**src/rtl/core/mbrptc_pkg.sv**
```systemverilog
// Package for the MBR partition table checker.
// Holds the transfer payload types, status codes and table constants.
// No dependencies.
`default_nettype none

package mbrptc_pkg;

    localparam int unsigned POS_W = 10;

    localparam logic [POS_W-1:0] TABLE_BASE   = 10'h1BE;
    localparam logic [POS_W-1:0] TABLE_END    = 10'h1FE;
    localparam logic [POS_W-1:0] SIG_LOW_POS  = 10'd510;
    localparam logic [POS_W-1:0] SIG_HIGH_POS = 10'd511;

    localparam logic [15:0] SIG_VALUE        = 16'hAA55;
    localparam logic [7:0]  TYPE_EMPTY       = 8'h00;
    localparam logic [7:0]  TYPE_GPT_PROTECT = 8'hEE;

    localparam logic [3:0] OFF_BOOT   = 4'd0;
    localparam logic [3:0] OFF_TYPE   = 4'd4;
    localparam logic [3:0] OFF_START0 = 4'd8;
    localparam logic [3:0] OFF_START3 = 4'd11;
    localparam logic [3:0] OFF_LEN0   = 4'd12;

    localparam logic [2:0] ST_OK      = 3'd0;
    localparam logic [2:0] ST_SHORT   = 3'd1;
    localparam logic [2:0] ST_NOSIG   = 3'd2;
    localparam logic [2:0] ST_OVERLAP = 3'd3;
    localparam logic [2:0] ST_BEYOND  = 3'd4;

    localparam logic [1:0] LAST_ENTRY = 2'd3;

    typedef struct packed {
        logic [7:0] sector_byte;
        logic       truncated;
    } item_t;

    typedef struct packed {
        logic [1:0]  entry_index;
        logic [7:0]  boot_flag;
        logic [7:0]  part_type;
        logic [31:0] start_lba;
        logic [31:0] sector_count;
        logic [2:0]  status;
        logic        last;
    } result_t;

    typedef struct packed {
        logic       cap_en;
        logic       short_en;
        logic       sig_en;
        logic       judge_en;
        logic       emit_en;
        logic [1:0] emit_idx;
    } dp_cmd_t;

    typedef struct packed {
        logic pos_last;
    } dp_stat_t;

endpackage

`default_nettype wire

```
**src/rtl/core/mbrptc_dp.sv**
```systemverilog
// Datapath of the MBR partition table checker.
// Byte position, entry capture, signature, overlap and size checks, result register.
// Depends on mbrptc_pkg.
`default_nettype none

module mbrptc_dp (
    input  wire logic                 clk,
    input  wire logic                 rst_n,
    input  wire logic [7:0]           sector_byte,
    input  wire logic [47:0]          disk_sectors,
    input  wire mbrptc_pkg::dp_cmd_t  cmd,
    output mbrptc_pkg::dp_stat_t      stat,
    output mbrptc_pkg::result_t       result,
    output logic                      result_strobe
);

    logic [mbrptc_pkg::POS_W-1:0] pos_reg;
    logic [mbrptc_pkg::POS_W-1:0] pos_next;
    logic [mbrptc_pkg::POS_W-1:0] rel_full;
    logic [1:0]                   rel_entry;
    logic [3:0]                   rel_off;
    logic                         in_table;

    logic [7:0]  boot_reg  [4];
    logic [7:0]  type_reg  [4];
    logic [31:0] start_reg [4];
    logic [31:0] len_reg   [4];
    logic [7:0]  sig_lo_reg;
    logic [7:0]  sig_hi_reg;
    logic [2:0]  status_reg;
    logic [2:0]  status_next;

    mbrptc_pkg::result_t result_reg;
    mbrptc_pkg::result_t result_next;
    logic                strobe_reg;
    logic                strobe_next;

    logic        chk     [4];
    logic [32:0] end_sum [4];
    logic        overlap;
    logic        beyond;

    assign stat.pos_last = (pos_reg == mbrptc_pkg::SIG_HIGH_POS);
    assign result        = result_reg;
    assign result_strobe = strobe_reg;

    assign rel_full  = pos_reg - mbrptc_pkg::TABLE_BASE;
    assign rel_entry = rel_full[5:4];
    assign rel_off   = rel_full[3:0];
    assign in_table  = (pos_reg >= mbrptc_pkg::TABLE_BASE) && (pos_reg < mbrptc_pkg::TABLE_END);

    always_comb
    begin
        pos_next = pos_reg;
        if (cmd.short_en || cmd.sig_en)
        begin
            pos_next = '0;
        end
        else if (cmd.cap_en)
        begin
            pos_next = pos_reg + 10'd1;
        end
    end

    always_ff @(posedge clk or negedge rst_n)
    begin
        if (!rst_n)
        begin
            pos_reg    <= '0;
            strobe_reg <= 1'b0;
        end
        else
        begin
            pos_reg    <= pos_next;
            strobe_reg <= strobe_next;
        end
    end

    // capture table fields and signature bytes
    always_ff @(posedge clk)
    begin
        if (cmd.cap_en)
        begin
            if (pos_reg == mbrptc_pkg::SIG_LOW_POS)
            begin
                sig_lo_reg <= sector_byte;
            end
            else if (in_table)
            begin
                if (rel_off == mbrptc_pkg::OFF_BOOT)
                begin
                    boot_reg[rel_entry] <= sector_byte;
                end
                else if (rel_off == mbrptc_pkg::OFF_TYPE)
                begin
                    type_reg[rel_entry] <= sector_byte;
                end
                else if (rel_off >= mbrptc_pkg::OFF_START0 && rel_off <= mbrptc_pkg::OFF_START3)
                begin
                    start_reg[rel_entry][8*rel_off[1:0] +: 8] <= sector_byte;
                end
                else if (rel_off >= mbrptc_pkg::OFF_LEN0)
                begin
                    len_reg[rel_entry][8*rel_off[1:0] +: 8] <= sector_byte;
                end
            end
        end
        if (cmd.sig_en)
        begin
            sig_hi_reg <= sector_byte;
        end
        status_reg <= status_next;
        result_reg <= result_next;
    end

    always_comb
    begin
        for (int i = 0; i < 4; i++)
        begin
            chk[i]     = (type_reg[i] != mbrptc_pkg::TYPE_EMPTY) &&
                         (type_reg[i] != mbrptc_pkg::TYPE_GPT_PROTECT);
            end_sum[i] = {1'b0, start_reg[i]} + {1'b0, len_reg[i]};
        end
        overlap = 1'b0;
        for (int a = 0; a < 3; a++)
        begin
            for (int b = a + 1; b < 4; b++)
            begin
                if (chk[a] && chk[b] && ({1'b0, start_reg[a]} < end_sum[b]) &&
                    ({1'b0, start_reg[b]} < end_sum[a]))
                begin
                    overlap = 1'b1;
                end
            end
        end
        beyond = 1'b0;
        for (int i = 0; i < 4; i++)
        begin
            if (chk[i] && (disk_sectors < {15'd0, end_sum[i]}))
            begin
                beyond = 1'b1;
            end
        end
    end

    always_comb
    begin
        status_next = status_reg;
        if (cmd.judge_en)
        begin
            if ({sig_hi_reg, sig_lo_reg} != mbrptc_pkg::SIG_VALUE)
            begin
                status_next = mbrptc_pkg::ST_NOSIG;
            end
            else if (overlap)
            begin
                status_next = mbrptc_pkg::ST_OVERLAP;
            end
            else if (beyond)
            begin
                status_next = mbrptc_pkg::ST_BEYOND;
            end
            else
            begin
                status_next = mbrptc_pkg::ST_OK;
            end
        end
    end

    always_comb
    begin
        result_next = result_reg;
        strobe_next = 1'b0;
        if (cmd.short_en)
        begin
            result_next        = '0;
            result_next.status = mbrptc_pkg::ST_SHORT;
            result_next.last   = 1'b1;
            strobe_next        = 1'b1;
        end
        else if (cmd.emit_en)
        begin
            result_next.entry_index  = cmd.emit_idx;
            result_next.boot_flag    = boot_reg[cmd.emit_idx];
            result_next.part_type    = type_reg[cmd.emit_idx];
            result_next.start_lba    = start_reg[cmd.emit_idx];
            result_next.sector_count = len_reg[cmd.emit_idx];
            result_next.status       = status_reg;
            result_next.last         = (cmd.emit_idx == mbrptc_pkg::LAST_ENTRY);
            strobe_next              = 1'b1;
        end
    end

endmodule

`default_nettype wire

```
**config.mk**
```make
export PLATFORM = sky130hd
export DESIGN_NAME = mbrptc_dp
export DESIGN_NICKNAME = d
export VERILOG_FILES = /design/src/rtl/core/mbrptc_pkg.sv /design/src/rtl/core/mbrptc_dp.sv
export SDC_FILE = /design/constraint.sdc
export NUM_CORES = 1
export LEC_CHECK = 0
export ABC_CLOCK_PERIOD_IN_PS = 7300
export BUFFER_PORTS_ARGS = -buffer_cell sky130_fd_sc_hd__buf_4
export CORE_ASPECT_RATIO = 0.8
export CORE_MARGIN = 2
export CORE_UTILIZATION = 51
export CTS_BUF_LIST = sky130_fd_sc_hd__clkbuf_8
export CTS_CLUSTER_SIZE = 25
export DETAILED_ROUTE_END_ITERATION = 8
export PLACE_DENSITY = 0.71
export SKIP_LAST_GASP = 1
export SLEW_MARGIN = 20
export SYNTH_ARGS = -nofsm -noshare
export SYNTH_HDL_FRONTEND = slang
export SYNTH_SLANG_ARGS = --single-unit
```
**constraint.sdc**
```tcl
create_clock -name clk -period 7.3 [get_ports clk]
set_input_delay 1.095 -clock clk [delete_from_list [all_inputs] [get_ports clk]]
set_output_delay 1.095 -clock clk [all_outputs]
set_load 0.005 [all_outputs]
```
==> results.cfg, run 1 <==
[status]
status = finished, final reports clean

[routing]
wirelength_um = 122000
drc = 0
vias = 27800
post_drt_wl_per_cell_um = 29.6
ant_nets = 0
first_pass_iters = 7
drtIter0Drc = 3865
via_per_inst = 6.76

[timing]
fin_ws_ns = 0.105
timing.fmax_ghz = 0.139
tns_ns = 0
hold_viol_final = 0
worstMarginPinSlew_ns = 1.30
min_period_ns = 7.19
relSlewSlack_pct = 12.7
post-route-period-util_pct = 98.6
slew_viol_final = 0
rsz0062_at_grt = false
finClkSkew_ns = 0.0727
setup_viol = 0

[global_route]
grt_pass1_wl_um = 173000
grt_busiest_layer = met1
use_met1_pct = 56.3
antenna_found_initial = 4
grt_max_degree = 89
met3_usage_pct = 11.7
grt_use_met2_pct = 47.1
grt_pass1_vias = 26400
grt-ovfl-total = 0
grt_use_total_pct = 35.9

[floorplan]
fp.dieW_um = 290
die_y_um = 232
initial_core_util_pct = 51.7
dieArea_sq_um = 67300
num_io_pins = 153
core-area_sq_um = 64400
placementRows = 83

[clock_network]
post_cts_buffers = 0
cts_max_level = 3
clock-root-buffer = clkbuf_8
cts_tree = done
cts_buffers = 69
cts_resized = 0
cts.clk_slew.worst_paths_ns = 0.07
clock-sinks = 436
clockBufferDepth = 3
postCtsHoldBufs = 0
clk_latency_ns = 0.68

[placed_design]
routabilityCongestion = 1.04
place_hpwl_um = 100000
numPortBuffers = 152
place_ws_ns = 0.416

[yosys]
ys_ff_latch = 436
synth_top_family_by_area = adder cells
synthAdderAreaFrac_pct = 23.8
synth-simple-area-share_pct = 11.2
avgSynthCellArea_sq_um = 11.1
synth-compound-area-share_pct = 16.1
synth_edf_count = 339
yosysUniqueCellTypes = 81
ys_warn_count = 0
seq_area_frac_synth_pct = 36.6
synth_area_sq_um = 33300
synth_xor_area_share_pct = 3.13
synth_ff_type = edfxtp_1
postSynthCellCount = 3002
muxShareOfSynthArea_pct = 8.00
async_flop_share_pct = 2.52
synth_fp_nets = 3690

[pwr]
ir_worst_vdd_mv = 0.158
pwr-share-clk_pct = 40.1
p_switching_mw = 1.23
power.leakage_nw = 15.4
seqPwrFrac_pct = 53.4
intPower_mw = 3.86
comb_power_share_pct = 6.5
swShare_pct = 24.2
power.density_nw_per_um2 = 138

[setup_path]
r2r_slack_ns = 0.11
crit_fanout = 5
critPathKind = reg -> reg
worstPathArrival_ns = 7.62
worstPathRequired_ns = 7.72
cp-end-kind = flip-flop
cp-start-kind = flip-flop

[run]
maxCapViolations = 0

[finish]
final_layout_size_suffix_gt1_share_pct = 11.8
areaGrowthSynthToFinish_pct = 10.7
nNetsFinal = 3894

[hold_path]
hold_class = in -> async
==> stage by stage <==
step | hold WS, ns | total power [mW] | area [sq um] | utilization (%) | std cells
3_5_place_dp | 0.486 | 3.10 | 35500 | 55.2 | 3985
6_report | 0.266 | 5.09 | 36900 | 57.2 | 4112
5_1_grt | 0.240 | 5.24 | 36900 | 57.2 | 4111
4_1_cts | 0.208 | 5.12 | 36800 | 57.2 | 4111
3_3_place_gp | 0.474 | 3.09 | 35500 | 55.2 | 3985
2_1_floorplan | 0.433 | 2.93 | 33300 | - | 3002
==> cells by family after synthesis <==
family	after synthesis
multiplexers	166
adder cells (fa/ha/maj)	631
buffers and inverters	108
XOR/XNOR	119
flip-flops	436
AND/OR/NAND/NOR	724
AO/OA/AOI/OAI	818
==> area by class of cell <==
cell class              instances  area (sq um)
fillers                      5399         27500
well taps                     850          1060
inverters                      59           221
repair buffers                182          1370
clock inverters                56           349
clock buffers                  70           963
flip-flops and latches        436         12200
diodes                          1          2.50
multi-input cells            2458         20700
==> layout by cell type, fill, tap and decap left out, drive strengths merged, types with 70 or more instances in the layout <==
master / instances
nor2: 218
inv: 85
buf: 182
nand2: 106
a21oi: 248
dfxtp: 86
clkbuf: 70
o21ai: 134
edfxtp: 339
mux2i: 86
ha: 619
a21o: 186
mux4: 80
==> critical path: stages (launching register included) <==
cell and delay [ns]:
edfxtp_1 0.54, ha_1 0.38, or2_2 0.32, a21oi_1 0.20, a211oi_1 0.10, o32ai_1 0.36, buf_4 0.23, o21bai_1 0.10
a221o_1 0.34, a21o_1 0.19, a21oi_1 0.16, xor2_1 0.65, ha_1 0.38, a21oi_1 0.23, nor2b_1 0.09, a2111oi_1 1.05
o21ai_0 0.25, a211oi_1 0.26, o31ai_1 0.24, a31oi_1 0.29, o211ai_1 0.13, o32ai_1 0.23, nor4_2 0.11, o41a_2 0.15
==> power groups by stage <==
| stage | Combinational, mW | Clock (mW) | Sequential [mW] |
|---|---|---|---|
| 2_1_floorplan | 0.164 | 0 | 2.77 |
| 3_3_place_gp | 0.320 | 0 | 2.77 |
| 3_5_place_dp | 0.328 | 0 | 2.77 |
| 4_1_cts | 0.329 | 2.07 | 2.72 |
| 5_1_grt | 0.357 | 2.16 | 2.72 |
| 6_report | 0.329 | 2.04 | 2.72 |
==> path summary, 6_finish.rpt <==
| check | from | endpoint | cells past startpoint |
|---|---|---|---|
| setup / recovery | start_reg[0][6] | status_reg[2] | 23 |
| hold / removal | rst_n | pos_reg[8] | 1 |
| setup reg to reg | start_reg[0][6] | status_reg[2] | 23 |
| hold reg to reg | result[44] | result[44] | 2 |
| max in group asynchronous | rst_n | pos_reg[1] | 1 |
| min in group clk | result[44] | result[44] | 2 |
==> synth_stat cells (54+ instances only) <==
cell | n | area, sq um
ha_1 | 619 | 7740
xnor2_1 | 57 | 499
nand4_1 | 63 | 394
mux4_2 | 80 | 1800
mux2i_1 | 86 | 861
a21o_1 | 186 | 1400
nor2_1 | 218 | 818
edfxtp_1 | 339 | 10200
nand2_1 | 106 | 398
a21oi_1 | 248 | 1240
dfxtp_1 | 86 | 1720
nor2b_1 | 54 | 338
o21ai_0 | 127 | 636
xor2_1 | 62 | 543
inv_1 | 58 | 218
==> layer usage <==
| metal | routed length [um] | up-vias |
|---|---|---|
| li1 | - | 12200 |
| met1 | 54600 | 13700 |
| met2 | 46000 | 1730 |
| met3 | 18900 | 174 |
| met4 | 2350 | 2 |
| met5 | 13 | - |
Power figures use the tool's default switching activity.
==> run 2, diff against run 1 <==
- CORE_UTILIZATION: 51 -> 60
- PLACE_DENSITY: 0.71 -> 0.81
==> results.cfg, run 2 (synthesis gave the netlist of run 1 again) <==
[setup_path]
slowest_stage = a2111oi_0
cp-end-kind = flip-flop
worstPathArrival_ns = 7.41
crit_top_cell = a21oi_1
crit_fanout = 5
max_stage_delay_ns = 0.78
cp-start-kind = flip-flop
critPathKind = reg -> reg
r2r_slack_ns = 0.34
worstPathRequired_ns = 7.74

[clock_network]
postCtsHoldBufs = 0
clock-sinks = 436
cts_max_level = 3
cts_resized = 0
clockBufferDepth = 3
cts.clk_slew.worst_paths_ns = 0.07
cts_tree = done
clock-root-buffer = clkbuf_8
clk_latency_ns = 0.70
post_cts_buffers = 0
cts_buffers = 71

[placed_design]
dp_cells = 3893
numPortBuffers = 152
place_hpwl_um = 103000
place_ws_ns = 0.621
routabilityCongestion = 1.08

[global_route]
antenna_found_initial = 1
grt_use_total_pct = 44.0
grt_pass1_vias = 26900
grt-ovfl-total = 0
grt_max_degree = 89
grt_pass1_wl_um = 181000

[timing]
finClkSkew_ns = 0.0906
timing.fmax_ghz = 0.144
relSlewSlack_pct = 17.2
rsz0062_at_grt = false
min_period_ns = 6.96
slew_viol_final = 0
post-route-period-util_pct = 95.4
tns_ns = 0
setup_viol = 0
hold_viol_final = 0
worstMarginPinSlew_ns = 1.21
fin_ws_ns = 0.335

[routing]
drtIter0Drc = 4208
drc = 0
ant_nets = 0
vias = 28600
post_drt_wl_per_cell_um = 31.7
via_per_inst = 7.10
wirelength_um = 127000
first_pass_iters = 6

[pwr]
ir_worst_vdd_mv = 0.233
power.density_nw_per_um2 = 143
intPower_mw = 3.97
p_switching_mw = 1.31
swShare_pct = 24.8
pwr-share-clk_pct = 41.8
power.leakage_nw = 15.5
comb_power_share_pct = 6.6
seqPwrFrac_pct = 51.6

[floorplan]
fp.dieW_um = 267
dieArea_sq_um = 57400
placementRows = 77
die_y_um = 215
num_io_pins = 153
initial_core_util_pct = 60.5
core-area_sq_um = 55000

[finish]
final_layout_size_suffix_gt1_share_pct = 12.4
nNetsFinal = 3904
fin_util_pct = 67.1
final_common_cell = ha_1
layout_common_cells = ha_1 (619), edfxtp_1 (339), a21oi_1 (248)
final_cells = 4024
areaGrowthSynthToFinish_pct = 10.9

[run]
maxCapViolations = 0

[hold_path]
hold_class = in -> async

[status]
status = finished, final reports clean
[run 2: changes by cell type in the layout (fill, tap and decap cells not counted), moves of 3 or more]
cell | before | now
clkinv_1 | 12 | 6
clkinvlp_4 | 2 | 5
clkbuf_8 | 70 | 76
buf_4 | 181 | 189
[run 2: final cells by class]
class                   instances  area [sq um]
clock inverters                54           364
clock buffers                  76          1050
diodes                          1          2.50
multi-input cells            2458         20700
repair buffers                190          1430
flip-flops and latches        436         12200
inverters                      59           221
well taps                     750           938
fillers                      4051         18100
[run 2: power by group through the flow]
stage          clock, mW  sequential, mW  combinational, mW
2_1_floorplan          0            2.77              0.164
3_3_place_gp           0            2.77              0.322
5_1_grt             2.29            2.72              0.367
6_report            2.20            2.72              0.345
4_1_cts             2.19            2.72              0.339
3_5_place_dp           0            2.77              0.337
[run 2: worst paths after layout]
check	from	endpoint	depth (start not counted)
worst max-delay path	start_reg[3][0]	status_reg[2]	25
min in group clk	result[59]	result[59]	2
worst max register to register	start_reg[3][0]	status_reg[2]	25
worst min register to register	result[59]	result[59]	2
worst min-delay path	rst_n	pos_reg[1]	1
max in group asynchronous	rst_n	result_strobe	1
[run 2: per-layer routing]
metal  routed length [um]  up-vias  part of all wire (%)  GRT usage, %
li1                     -    12300                     -             -
met1                52400    13900                    41          65.5
met2                48000     2238                    38          56.4
met3                24100      229                    19          21.7
met4                 2850        4                   2.2          9.59
met5                  153        -                  0.12          1.77
[run 2: critical path, delay by kind of cell, from the launching register on]
kind	cells	cell delay, ns
flops	1	0.42
buf+inv	1	0.07
xor+xnor	1	0.51
simple gates	3	0.40
fa+ha+maj	3	1.01
compound gates	17	4.30
[run 2: metrics by stage]
stage,hold WS (ns),cell area (sq um),total power [mW]
6_report,0.271,36900,5.27
2_1_floorplan,0.433,33300,2.93
3_5_place_dp,0.488,35500,3.11
3_3_place_gp,0.474,35500,3.09
5_1_grt,0.262,36900,5.38
4_1_cts,0.244,36900,5.25
